===== src/rtl/volume_interpolation_sampler_top_macros.svh =====
// Assertion macros shared by the volume sampler RTL.
// Needs i_clk and i_rst_n in the module that uses them.
`ifndef VOLUME_INTERPOLATION_SAMPLER_TOP_MACROS_SVH
`define VOLUME_INTERPOLATION_SAMPLER_TOP_MACROS_SVH
`ifndef SYNTH
`define VIS_ASSERT(lbl, cond, msg) \
    lbl: assert property (@(posedge i_clk) disable iff (!i_rst_n) (cond)) else $error(msg);
`define VIS_IMPLY(lbl, pre, post, msg) \
    lbl: assert property (@(posedge i_clk) disable iff (!i_rst_n) (pre) |-> (post)) else $error(msg);
`define VIS_NEXT(lbl, pre, post, msg) \
    lbl: assert property (@(posedge i_clk) disable iff (!i_rst_n) (pre) |=> (post)) else $error(msg);
`else
`define VIS_ASSERT(lbl, cond, msg)
`define VIS_IMPLY(lbl, pre, post, msg)
`define VIS_NEXT(lbl, pre, post, msg)
`endif
`endif


===== src/rtl/vis_pkg.sv =====
// Shared types and constants of the volume sampler.
// No dependencies.
package vis_pkg;

    localparam int COORD_W   = 16;
    localparam int ADDR_W    = 18;
    localparam int SIZE_W    = 7;
    localparam int MODE_W    = 2;
    localparam int CFG_IDX_W = 2;
    localparam int OUT_W     = 25;
    localparam int CR_BITS   = 12;
    localparam int Q_DEPTH   = 2;
    localparam int Q_PTR_W   = 1;
    localparam int Q_CNT_W   = 2;

    localparam logic [MODE_W-1:0] MODE_NEAREST = 2'd0;
    localparam logic [MODE_W-1:0] MODE_LINEAR  = 2'd1;
    localparam logic [MODE_W-1:0] MODE_CUBIC   = 2'd2;

    localparam logic [CFG_IDX_W-1:0] REG_SIZE_X = 2'd0;
    localparam logic [CFG_IDX_W-1:0] REG_SIZE_Y = 2'd1;
    localparam logic [CFG_IDX_W-1:0] REG_SIZE_Z = 2'd2;
    localparam logic [CFG_IDX_W-1:0] REG_MODE   = 2'd3;

    localparam logic [SIZE_W-1:0] SIZE_RST = 7'd64;

    // request class decided at the front
    typedef enum logic [2:0] {
        K_WRITE,
        K_NEAREST,
        K_LINEAR,
        K_CUBIC,
        K_ZERO
    } t_kind;

    typedef struct packed {
        t_kind                     kind;
        logic [ADDR_W-1:0]         addr;
        logic [2:0][COORD_W-1:0]   org;
        logic [2:0][COORD_W-1:0]   coord;
    } t_item;

endpackage


===== src/rtl/vis_front.sv =====
// Front end: configuration registers, request classification, request queue.
// Depends on vis_pkg and the assertion macro header.
`include "volume_interpolation_sampler_top_macros.svh"

module vis_front import vis_pkg::*; #(
    parameter int DIM_MAX    = 64,
    parameter int VOXEL_BITS = 16,
    parameter int FRAC_BITS  = 8,
    localparam int DW        = $clog2(DIM_MAX + 1)
) (
    input  logic                         i_clk,
    input  logic                         i_rst_n,
    input  logic                         start,
    output logic                         busy,
    input  logic                         i_func,
    input  logic [ADDR_W-1:0]            i_voxel_address,
    input  logic signed [VOXEL_BITS-1:0] i_voxel_value,
    input  logic signed [COORD_W-1:0]    i_coord_x,
    input  logic signed [COORD_W-1:0]    i_coord_y,
    input  logic signed [COORD_W-1:0]    i_coord_z,
    input  logic                         i_cfg_valid,
    output logic                         o_cfg_ready,
    input  logic [CFG_IDX_W-1:0]         i_cfg_index,
    input  logic [SIZE_W-1:0]            i_cfg_data,
    output logic [2:0][DW-1:0]           o_dim,
    output logic                         o_head_valid,
    output t_item                        o_head,
    output logic [VOXEL_BITS-1:0]        o_head_value,
    input  logic                         i_pop
);

    logic [SIZE_W-1:0]       r_size_x, r_size_y, r_size_z;
    logic [MODE_W-1:0]       r_mode;
    logic [2:0][DW-1:0]      w_dim;
    logic [2:0][COORD_W-1:0] w_coord;
    logic signed [COORD_W-1:0] w_base [3];
    logic [2:0]              w_round;
    logic                    w_fail;
    t_item                   w_item;
    logic                    w_push;

    t_item                   r_q_item [Q_DEPTH];
    logic [VOXEL_BITS-1:0]   r_q_val  [Q_DEPTH];
    logic [Q_PTR_W-1:0]      r_wp, r_rp;
    logic [Q_CNT_W-1:0]      r_cnt;

    function automatic logic [DW-1:0] eff_dim(input logic [SIZE_W-1:0] r);
        logic [DW-1:0] d;
        if (r == '0) begin
            d = DW'(1);
        end else if (int'(r) > DIM_MAX) begin
            d = DW'(DIM_MAX);
        end else begin
            d = DW'(r);
        end
        return d;
    endfunction

    // configuration registers, always ready
    assign o_cfg_ready = 1'b1;

    always_ff @(posedge i_clk) begin
        if (!i_rst_n) begin
            r_size_x <= SIZE_RST;
            r_size_y <= SIZE_RST;
            r_size_z <= SIZE_RST;
            r_mode   <= MODE_LINEAR;
        end else if (i_cfg_valid) begin
            case (i_cfg_index)
                REG_SIZE_X: r_size_x <= i_cfg_data;
                REG_SIZE_Y: r_size_y <= i_cfg_data;
                REG_SIZE_Z: r_size_z <= i_cfg_data;
                REG_MODE:   r_mode   <= i_cfg_data[MODE_W-1:0];
                default: ;
            endcase
        end
    end

    assign w_dim[0] = eff_dim(r_size_x);
    assign w_dim[1] = eff_dim(r_size_y);
    assign w_dim[2] = eff_dim(r_size_z);
    assign o_dim    = w_dim;
    assign w_coord  = {i_coord_z, i_coord_y, i_coord_x};

    // split each axis into floor and fraction, check the cubic window
    always_comb begin
        w_fail = 1'b0;
        for (int a = 0; a < 3; a++) begin
            w_base[a]  = $signed(w_coord[a]) >>> FRAC_BITS;
            w_round[a] = w_coord[a][FRAC_BITS-1];
            if (w_coord[a][COORD_W-1] || (w_base[a] < 2) ||
                ((w_base[a] + 3) > $signed({1'b0, w_dim[a]}))) begin
                w_fail = 1'b1;
            end
        end
    end

    // classify the request and pick the neighborhood origin
    always_comb begin
        w_item       = '0;
        w_item.addr  = i_voxel_address;
        w_item.coord = w_coord;
        if (!i_func) begin
            w_item.kind = K_WRITE;
        end else begin
            case (r_mode)
                MODE_LINEAR: w_item.kind = K_LINEAR;
                MODE_CUBIC:  w_item.kind = w_fail ? K_ZERO : K_CUBIC;
                default:     w_item.kind = K_NEAREST;
            endcase
        end
        for (int a = 0; a < 3; a++) begin
            case (w_item.kind)
                K_NEAREST: w_item.org[a] = w_round[a] ? w_base[a] + COORD_W'(1) : w_base[a];
                K_CUBIC:   w_item.org[a] = w_base[a] - COORD_W'(1);
                default:   w_item.org[a] = w_base[a];
            endcase
        end
    end

    // request queue
    assign busy   = (r_cnt == Q_CNT_W'(Q_DEPTH));
    assign w_push = start && !busy;

    always_ff @(posedge i_clk) begin
        if (!i_rst_n) begin
            r_wp  <= '0;
            r_rp  <= '0;
            r_cnt <= '0;
        end else begin
            if (w_push) begin
                r_wp <= r_wp + 1'b1;
            end
            if (i_pop) begin
                r_rp <= r_rp + 1'b1;
            end
            case ({w_push, i_pop})
                2'b10:   r_cnt <= r_cnt + 1'b1;
                2'b01:   r_cnt <= r_cnt - 1'b1;
                default: r_cnt <= r_cnt;
            endcase
        end
    end

    always_ff @(posedge i_clk) begin
        if (w_push) begin
            r_q_item[r_wp] <= w_item;
            r_q_val[r_wp]  <= i_voxel_value;
        end
    end

    assign o_head_valid = (r_cnt != '0);
    assign o_head       = r_q_item[r_rp];
    assign o_head_value = r_q_val[r_rp];

    `VIS_ASSERT(a_q_cnt_max, r_cnt <= Q_CNT_W'(Q_DEPTH), "request queue count above depth")
    `VIS_IMPLY(a_q_pop_nonempty, i_pop, r_cnt != '0, "pop from empty request queue")
    `VIS_NEXT(a_q_cnt_up, w_push && !i_pop, r_cnt == $past(r_cnt) + 1'b1, "queue count missed push")

endmodule


===== config.mk =====
export PLATFORM = sky130hd
export DESIGN_NAME = vis_front
export DESIGN_NICKNAME = d
export VERILOG_FILES = /design/src/rtl/vis_pkg.sv /design/src/rtl/vis_front.sv
export VERILOG_INCLUDE_DIRS = /design/src /design/src/rtl
export SDC_FILE = /design/constraint.sdc
export NUM_CORES = 1
export LEC_CHECK = 0
export BUFFER_PORTS_ARGS = -buffer_cell sky130_fd_sc_hd__buf_4
export CORE_MARGIN = 3
export CORE_UTILIZATION = 54
export DETAILED_ROUTE_END_ITERATION = 10
export MAX_ROUTING_LAYER = met4
export PLACE_DENSITY = 0.79
export RECOVER_POWER = 100
export SLEW_MARGIN = 20
export SYNTH_ARGS = -nofsm -noshare
export SYNTH_HDL_FRONTEND = slang
export SYNTH_SLANG_ARGS = --single-unit

===== constraint.sdc =====
create_clock -name i_clk -period 8.3 [get_ports i_clk]
set_input_delay 0.415 -clock i_clk [delete_from_list [all_inputs] [get_ports i_clk]]
set_output_delay 0.415 -clock i_clk [all_outputs]
set_load 0.01 [all_outputs]

### Word level (Yosys, flattened, before mapping)

Memories as Yosys holds them, arrays and structs flattened. A register that Yosys moved wholly into a read port is not among the register bits.
Index checks and enable logic that the tools add are counted.

* bits in registers: 27
* bits in latches: 0
* memory bits (writable): 266
* bits in read-only memories: 0
* output and inout port bits: 157
* word-level logic and storage cells: 84
* memories: 2

Memories
* r_q_item: depth 2, width 117, read ports 1, clocked after Yosys merged registers in 1, write ports 1, line vis_front.sv:42 `t_item r_q_item [Q_DEPTH];`
* r_q_val: depth 2, width 16, read ports 1, clocked after Yosys merged registers in 1, write ports 1, line vis_front.sv:43 `logic [VOXEL_BITS-1:0] r_q_val [Q_DEPTH];`

* $add $sub $neg: 13
* $mul: 0
* div/mod/pow operators: 0
* magnitude comparators: 9
* equal/unequal tests: 10
* shifts and indexed selects: 0
* mux-type cells: 25
* bitwise gates (word level): 0
* reduce and logical (&&, ||, !) cells: 18

Operators by type and width (number)
* $pmux 16 s2: 3
* $mux 16: 3
* $mux 7: 6
* $add 8x2->9 const B: 3
* $add 8x3->9 const B: 3
* $gt 9x8->1: 3
* $sub 8x2->9 const B: 3
* $lt 8x3->1 const B: 3
* $gt 7x7->1 const B: 3
* $logic_not 7->1: 3
* $eq 2x2->1 const B: 5
* $mux 1: 9
* $reduce_and 2->1: 4
* $eq 2x1->1 const B: 3
* $logic_or 1x1->1: 6
* $mux 3: 2
* $pmux 3 s2: 1
* $pmux 2 s2: 1
* $reduce_bool 2->1: 2
* $eq 3x1->1 const B: 1
* $eq 3x2->1 const B: 1
* $add 1x1->1 const B: 2
* $add 2x1->2 const B: 1
* $logic_not 2->1: 1
* 3 further kinds: 3

### Depth between registers and ports, before layout

Gate-level depths: netlist of run 1.

* depth after elaboration: 13
* mapped depth: 14

### Worst setup path before layout of run 1

OpenSTA, ideal clock, no wires.

* path kind: flip-flop to flip-flop
* start: register r_cnt[0]
* end: memory r_q_item[0][0] (netlist bit) (enable)
* data arrival time: 5278 ps
* path slack: 2436 ps
* stages on the path, launching flop included: 4
* clock period less this slack: 5864 ps
* path through: dfxtp_1 -> nand2b_1 -> nand2_1 -> nor2_1

* cells in the longest elaborated chain, start to end: 5

RTL lines
* from (decl): line vis_front.sv:45 `logic [Q_CNT_W-1:0] r_cnt;`
* from (signal assigned): line vis_front.sv:138 `2'b10: r_cnt <= r_cnt + 1'b1;`
* from (signal assigned): line vis_front.sv:139 `2'b01: r_cnt <= r_cnt - 1'b1;`
* from (signal assigned): line vis_front.sv:140 `default: r_cnt <= r_cnt;`
* $eq 2x2->1: line vis_front.sv:122 `assign busy = (r_cnt == Q_CNT_W'(Q_DEPTH));`
* $logic_not 1->1: line vis_front.sv:123 `assign w_push = start && !busy;`
* $logic_and 1x1->1: line vis_front.sv:123
* $mux 1: line vis_front.sv:146 `if (w_push) begin`
* $mux 1 (not written as such): line vis_front.sv:147 `r_q_item[r_wp] <= w_item;`
* to (decl): line vis_front.sv:42

Every way passes these cells.

==> results of run 1 <==
## routing by layer
metal,vias up,global-route usage
met5,-,-
met4,0,0.0549
met3,37,0.0467
met2,282,0.332
met1,3392,0.284
li1,3302,-
## worst paths after layout
check        slack [ps]         startpoint              end
min                 100  i_voxel_value[13]   r_q_val[0][13]
min reg2reg         520           r_cnt[1]         r_cnt[1]
max reg2reg        4140           r_cnt[0]  r_q_item[0][81]
max                3880           register       o_head[22]
## worst max-delay path: stages, from the launching register on
cell and delay (ps):
dfxtp_1 1930, buf_4 890, mux2_2 420, clkbuf_1 140
## registers in the layout, indices dropped and copies added (netlist names), named ones only
signal    cells
r_size_z      7
r_wp          1
r_size_x      7
r_q_item    192
r_q_val      32
r_mode        2
r_cnt         2
r_rp          1
r_size_y      7
## final cells by class
| type | count | area share |
|---|---|---|
| clock buffer | 32 | 0.0523 |
| sequential | 252 | 0.548 |
| clock inverter | 14 | 0.0106 |
| timing repair buffer | 257 | 0.0918 |
| multi-input combinational | 431 | 0.262 |
| inverter | 34 | 0.00960 |
| tap | 270 | 0.0254 |
## cells by family after synthesis
logic type / after synthesis
flops: 252
simple gates: 161
mux: 133
buf+inv: 94
compound gates: 68
xor+xnor: 38
fa+ha+maj: 30
other cells: 1
## synth_stat cells (all sizes together) (2+ instances only)
master	count
mux2	113
and2	11
o21ai	16
xor2	10
inv	34
ha	30
nor2b	23
nor2	27
clkbuf	20
nand2	45
o211ai	4
nor3b	4
and4	2
nor4	3
o31ai	3
dfxtp	28
and3	7
o21a	6
nor3	12
a31oi	14
nand3	7
mux2i	20
a211oi	5
a21oi	8
a21o	2
edfxtp	224
nand3b	2
buf	40
nand4	10
a21boi	3
nand2b	3
o22ai	3
xnor2	28
## metrics by stage
stage          hold WS, ps  setup slack (ps)  instances  cell area [sq um]  utilization
2_1_floorplan          473              2440        777              11200            -
3_3_place_gp           493              4870       1244              13200        0.647
3_5_place_dp           509              4840       1244              13200        0.647
4_1_cts               58.0              5080       1290              14000        0.688
5_1_grt               84.0              3610       1290              13300        0.653
6_report              99.1              3880       1290              13300        0.653
## where the power goes
group          leakage [nW]  total (mW)  switching, mW  internal [mW]
combinational          2.11       0.452          0.271          0.181
sequential             2.32        1.55         0.0359           1.51
clock                 0.409        1.14          0.455          0.683
==> flow_summary.yaml, run 1 <==
synth:
  ys_ff_latch: 252
  synthAdderAreaFrac: 0.0334
  syn_area_sq_mm: 0.0112
  ys_warn_count: 0
  syn-instance-count: 777
  synth_mux_area_frac: 0.131
  synth_top_area_share: 0.598
  syn_avg_cell_area_sq_um: 14.5
  synthXorXnorAreaFrac: 0.0296
  synth_area_leaders: "edfxtp_1 60%, mux2_2 11%, dfxtp_1 5.0%"
  synth-edff-count: 224
  synthSimpleGateAreaFrac: 0.0756
  synth_nets: 904
  async_flop_share: 0
  netlist-cell-type-count: 54
  synth_top_family_by_area: "multiplexers"
  synth_area_leader_cell: "edfxtp_1"
  synthFlopType: "edfxtp_1"
  seq_area_frac_synth: 0.648
  synth_compound_area_frac: 0.0393
sta:
  min_period_ps: 4420
  maxSlewViolCount: 151
  worstMarginPinSlew_ps: 2830
  slew_headroom: -0.885
  setup_viol: 0
  timing.fmax_mhz: 226
  hold_viol: 0
  final.setup.tns_ps: 0
  skew_ps: 12.7
  period_share: 0.532
  rsz0062_at_grt: "false"
finish:
  multi_input_area_sq_mm: 0.00348
  area.growth.synth_to_final_pct: 18.1
  final_cell_mix: "224 x edfxtp_1, 194 x clkbuf_1, 105 x mux2_2"
  nets: 1129
  fillers: 1643
  drive_gt1_frac: 0.212
  seqCellArea_sq_mm: 0.00729
  num_antenna_cells: 0
  mostFrequentLayoutCell: "edfxtp_1"
detailed_routing:
  vias_per_cell: 5.44
  dr.max_layer_used: "met4"
  ant_nets: 0
  routed_wirelength_um: 24400
  wl_per_cell_um: 18.9
  met3_length_um: 2210
  met1Wirelength_um: 10200
  drc: 0
  drt_iter0_markers: 660
  via_count: 7013
  drtPass1Iterations: 5
  met2_length_um: 11600
critical_path:
  r2r_cells: 5
  cp_data_required_time_ps: 7890
  cp.arrival_ps: 4000
  start_kind: "register"
  cp_max_fo: 62
  crit_path_end_kind: "output port"
  path_class: "reg -> out"
cts:
  post_cts_resized: 0
  cts_htree_levels: 1
  cts_num_sinks: 252
  cts-buffers-inserted: 26
  cts_tree: "done"
  post_cts_buffers: 0
  clock_path_buffers: 3
  clk_pin_slew_ps: 60
  clkLatencyLatePin_ps: 520
  root_buffer: "clkbuf_16"
  hold_buffers: 0
global_route:
  grt_max_degree: 66
  antenna_found_initial: 0
  grt_usage: 0.212
  first_global_vias: 6755
  grt_pass1_wl_um: 36700
  grt-ovfl-total: 0
run:
  cap_violations: 3
power_and_ir_drop:
  power.static_leakage_nw: 4.84
  peakVddDrop_uv: 137
  power.density_mw_per_mm2: 236
  total_power_mw: 3.14
placed_design:
  numPortBuffers: 252
  gp_congestion: 0.900
  dp_hpwl_um: 16700
min_path:
  hold_depth: 1
  holdCritPathClass: "in -> reg"
floorplanning:
  fp.dieW_um: 150
  die-area_sq_mm: 0.0226
  floorplan.initialDensity: 0.552
  ios: 254
  rows: 52
  core_area_sq_mm: 0.0204
  die_h_um: 150
run_status:
  violations: "capacitance limit, slew limit"
  outcome: "complete, but fails checks"
Note: power is estimated with default switching activity, not from simulation.
==> inputs of run 2 (changes only) <==
clock period = 4.2 ns   (was 8.3 ns; I/O delays follow)
==> flow_summary.yaml, run 2 (synthesized netlist as in run 1, its figures left out) <==
sta:
  setup_viol: 0
  hold_ws_ps: 33.1
  slew_headroom: -0.974
  rsz0062_at_grt: "false"
  final.setup.tns_ps: 0
  fin_ws_ps: 462
  hold_viol: 0
  min_period_ps: 3740
  timing.fmax_mhz: 268
  period_share: 0.890
  skew_ps: 9.71
  maxSlewViolCount: 166
  worstMarginPinSlew_ps: 2960
critical_path:
  cp-startpoint: "i_coord_y[9]"
  cp.arrival_ps: 3970
  r2r_end: "r_q_item[0][82]"
  worstSetupEndpoint: "r_q_item[0][67]"
  cp_data_required_time_ps: 4430
  path_class: "in -> reg"
  r2r_setup_slack_ps: 680
  cp_max_fo: 21
  crit_path_end_kind: "register"
  r2r_cells: 4
  r2r_start: "r_cnt[0]"
  start_kind: "input pin"
floorplanning:
  die-area_sq_mm: 0.0226
  floorplan.initialDensity: 0.552
  fp.dieW_um: 150
  core_area_sq_mm: 0.0204
  ios: 254
  rows: 52
  die_h_um: 150
global_route:
  grt_max_degree: 113
  grt_pass1_wl_um: 40500
  grt_usage: 0.235
  antenna_found_initial: 0
  first_global_vias: 7386
  grt-ovfl-total: 0
run_status:
  violations: "capacitance limit, slew limit"
  outcome: "complete, but fails checks"
power_and_ir_drop:
  peakVddDrop_uv: 228
  total_power_mw: 6.29
  power.density_mw_per_mm2: 443
  power.static_leakage_nw: 5.22
cts:
  clkLatencyLatePin_ps: 520
  cts-buffers-inserted: 27
  post_cts_buffers: 0
  clock_path_buffers: 3
  cts_tree: "done"
  root_buffer: "clkbuf_16"
  hold_buffers: 92
  cts_htree_levels: 1
  post_cts_resized: 0
  cts_num_sinks: 252
  clk_pin_slew_ps: 60
detailed_routing:
  ant_nets: 0
  drt_iter0_markers: 557
  wl_per_cell_um: 19.3
  drtPass1Iterations: 5
  vias_per_cell: 5.35
  via_count: 7387
  drc: 0
  routed_wirelength_um: 26700
finish:
  drive_gt1_frac: 0.199
  postLayoutCellArea_sq_mm: 0.0142
  largest_reg_flops: 192
  final_cell_mix: "224 x edfxtp_1, 189 x clkbuf_1, 106 x mux2_2"
  mostFrequentLayoutCell: "edfxtp_1"
  multi_input_area_sq_mm: 0.00347
  largest-register: "r_q_item"
  area.growth.synth_to_final_pct: 26.3
  fin_cells: 1381
  fillers: 1568
  nets: 1223
  num_antenna_cells: 0
  seqCellArea_sq_mm: 0.00729
  reg.largest.list: "r_q_item: 192 flops, r_q_val: 32 flops"
  fin_util: 0.698
placed_design:
  gp_congestion: 0.862
  place_area_sq_mm: 0.0132
  numPortBuffers: 252
  place_inst: 1245
  place_ws_ps: 840
  dp_hpwl_um: 16800
min_path:
  holdCritPathClass: "in -> reg"
run:
  cap_violations: 3
==> run 2: final cells by class <==
cell class	count	share of cell area
timing repair buffer	350	0.151
tap	270	0.0238
inverter	34	0.00898
clock inverter	15	0.0104
sequential	252	0.513
clock buffer	29	0.0481
multi-input combinational	431	0.244
==> run 2: worst max-delay path, stage by stage <==
cell and delay [ps]:
dlygate4sd3_1 520, clkbuf_1 290, inv_1 130, ha_1 290, nor2b_1 200, nand4_1 130, xnor2_1 180, ha_1 320
a211oi_1 280, o211ai_1 140, a31oi_1 190, o22ai_1 140, and3b_2 550, a21boi_0 210, xnor2_1 190
==> run 2: worst min path at each step <==
| stage | slack, ps | cells past startpoint | to | start |
|---|---|---|---|---|
| floorplan | 310 | 0 | r_q_item[0][0] | i_coord_x[0] |
| global placement | 390 | 1 | r_q_item[0][101] | i_voxel_address[5] |
| detailed placement | 400 | 1 | r_q_item[0][38] | i_coord_z[6] |
| CTS | 9 | 3 | register | i_pop |
| global route | 30 | 3 | r_rp | i_pop |
| finish | 30 | 3 | register | i_pop |
==> run 2: routing by layer <==
layer	up-vias	routed length [um]	global-route usage
met5	-	0	-
met3	43	1880	0.0406
li1	3481	-	-
met1	3576	10900	0.301
met4	0	608	0.0640
met2	287	13300	0.392
==> run 2: power by group <==
part	leakage [nW]	internal [mW]	switching [mW]
clock network	0.403	1.34	0.911
logic	2.49	0.411	0.565
registers	2.33	2.99	0.0724
==> inputs of run 3 (changes only) <==
CORE_ASPECT_RATIO = 1.25   (was unset)
CTS_CLUSTER_DIAMETER = 100   (was unset)
REMOVE_ABC_BUFFERS = 1   (was unset)
==> flow_summary.yaml, run 3 (synthesized netlist as in run 1, its figures left out) <==
detailed_routing:
  routed_wirelength_um: 26000
  vias_per_cell: 5.35
  via_count: 7390
  drc: 0
  wl_per_cell_um: 18.8
  drt_iter0_markers: 462
  ant_nets: 0
  drtPass1Iterations: 5
run_status:
  violations: "capacitance limit, slew limit"
  outcome: "complete, but fails checks"
floorplanning:
  core_area_sq_mm: 0.0203
  floorplan.initialDensity: 0.554
  die_h_um: 167
  die-area_sq_mm: 0.0226
  ios: 254
  rows: 58
  fp.dieW_um: 135
sta:
  fin_ws_ps: 571
  slew_headroom: -0.614
  setup_viol: 0
  worstMarginPinSlew_ps: 2420
  rsz0062_at_grt: "false"
  final.setup.tns_ps: 0
  period_share: 0.864
  timing.fmax_mhz: 276
  min_period_ps: 3630
  hold_viol: 0
  hold_ws_ps: 34.3
  skew_ps: 7.59
  maxSlewViolCount: 182
global_route:
  antenna_found_initial: 0
  grt-ovfl-total: 0
  grt_max_degree: 67
  grt_usage: 0.232
  grt_pass1_wl_um: 40300
  first_global_vias: 7642
cts:
  clk_pin_slew_ps: 60
  cts_num_sinks: 252
  post_cts_buffers: 0
  clock_path_buffers: 3
  root_buffer: "clkbuf_16"
  hold_buffers: 91
  clkLatencyLatePin_ps: 510
  cts-buffers-inserted: 24
  post_cts_resized: 0
  cts_tree: "done"
  cts_htree_levels: 1
critical_path:
  critPathTopFamily: "buffers and inverters"
  crit_path_end_kind: "output port"
  path_class: "reg -> out"
  r2r_setup_slack_ps: 770
  worstPathCellList: "clkbuf_2 > mux2_2 > buf_4"
  cp.arrival_ps: 3420
  cp_data_required_time_ps: 3990
  cp_num_cells: 3
  r2r_end: "r_q_val[1][9]"
  path_buf_inv: 2
  r2r_start: "r_cnt[0]"
  slowest_delay_ps: 1340
  cp_max_fo: 66
  r2r_cells: 3
  start_kind: "register"
  critPathSlowestCell: "clkbuf_2"
min_path:
  min_from: "i_pop"
  holdCritPathClass: "in -> reg"
  hold_depth: 3
finish:
  nets: 1220
  postLayoutCellArea_sq_mm: 0.0142
  num_antenna_cells: 0
  area.growth.synth_to_final_pct: 26.3
  final_cell_mix: "224 x edfxtp_1, 181 x clkbuf_1, 103 x mux2_2"
  mostFrequentLayoutCell: "edfxtp_1"
  fin_util: 0.699
  drive_gt1_frac: 0.203
  fin_cells: 1381
  largest_reg_flops: 192
  largest-register: "r_q_item"
  reg.largest.list: "r_q_item: 192 flops, r_q_val: 32 flops"
power_and_ir_drop:
  total_power_mw: 6.20
  peakVddDrop_uv: 360
  power.static_leakage_nw: 5.24
  power.density_mw_per_mm2: 437
placed_design:
  numPortBuffers: 252
  gp_congestion: 0.858
  place_inst: 1246
  place_ws_ps: 928
  dp_hpwl_um: 16700
  place_area_sq_mm: 0.0132
run:
  cap_violations: 4
-- run 3: worst max-delay path by stage --
stage / start / endpoint / slack (ps)
after floorplan: r_cnt[0] / r_q_item[0][0] / -1660
after global placement: i_coord_y[9] / r_q_item[0][49] / 1020
after detailed placement: i_coord_y[9] / r_q_item[1][49] / 930
after CTS: i_coord_y[9] / r_q_item[1][49] / 900
after global routing: register / o_head[72] / 340
final: register / o_head[72] / 570
-- run 3: power by group --
group | switching [mW] | internal [mW] | total [mW]
logic | 0.562 | 0.423 | 0.984
registers | 0.0705 | 2.99 | 3.06
clock network | 0.894 | 1.27 | 2.16
-- run 3: worst register-to-register path: cells and delay by family (launching register included) --
kind	cells	cell delay, ps
simple gates	2	1980
buf+inv	1	690
flops	1	380
-- run 3: routing by layer --
layer	wire (um)	global-route usage	vias to the layer above
li1	-	-	3477
met1	9950	0.271	3562
met2	13300	0.403	279
met3	1660	0.0412	72
met4	1030	0.0798	0
met5	0	-	-
-- run 3: layout make-up --
cell class              count  area, sq um
clock inverters            15          150
flip-flops and latches    252         7290
fillers                  1519         6120
multi-input cells         431         3470
repair buffers            350         2190
inverters                  34          128
well taps                 270          338
clock buffers              29          641
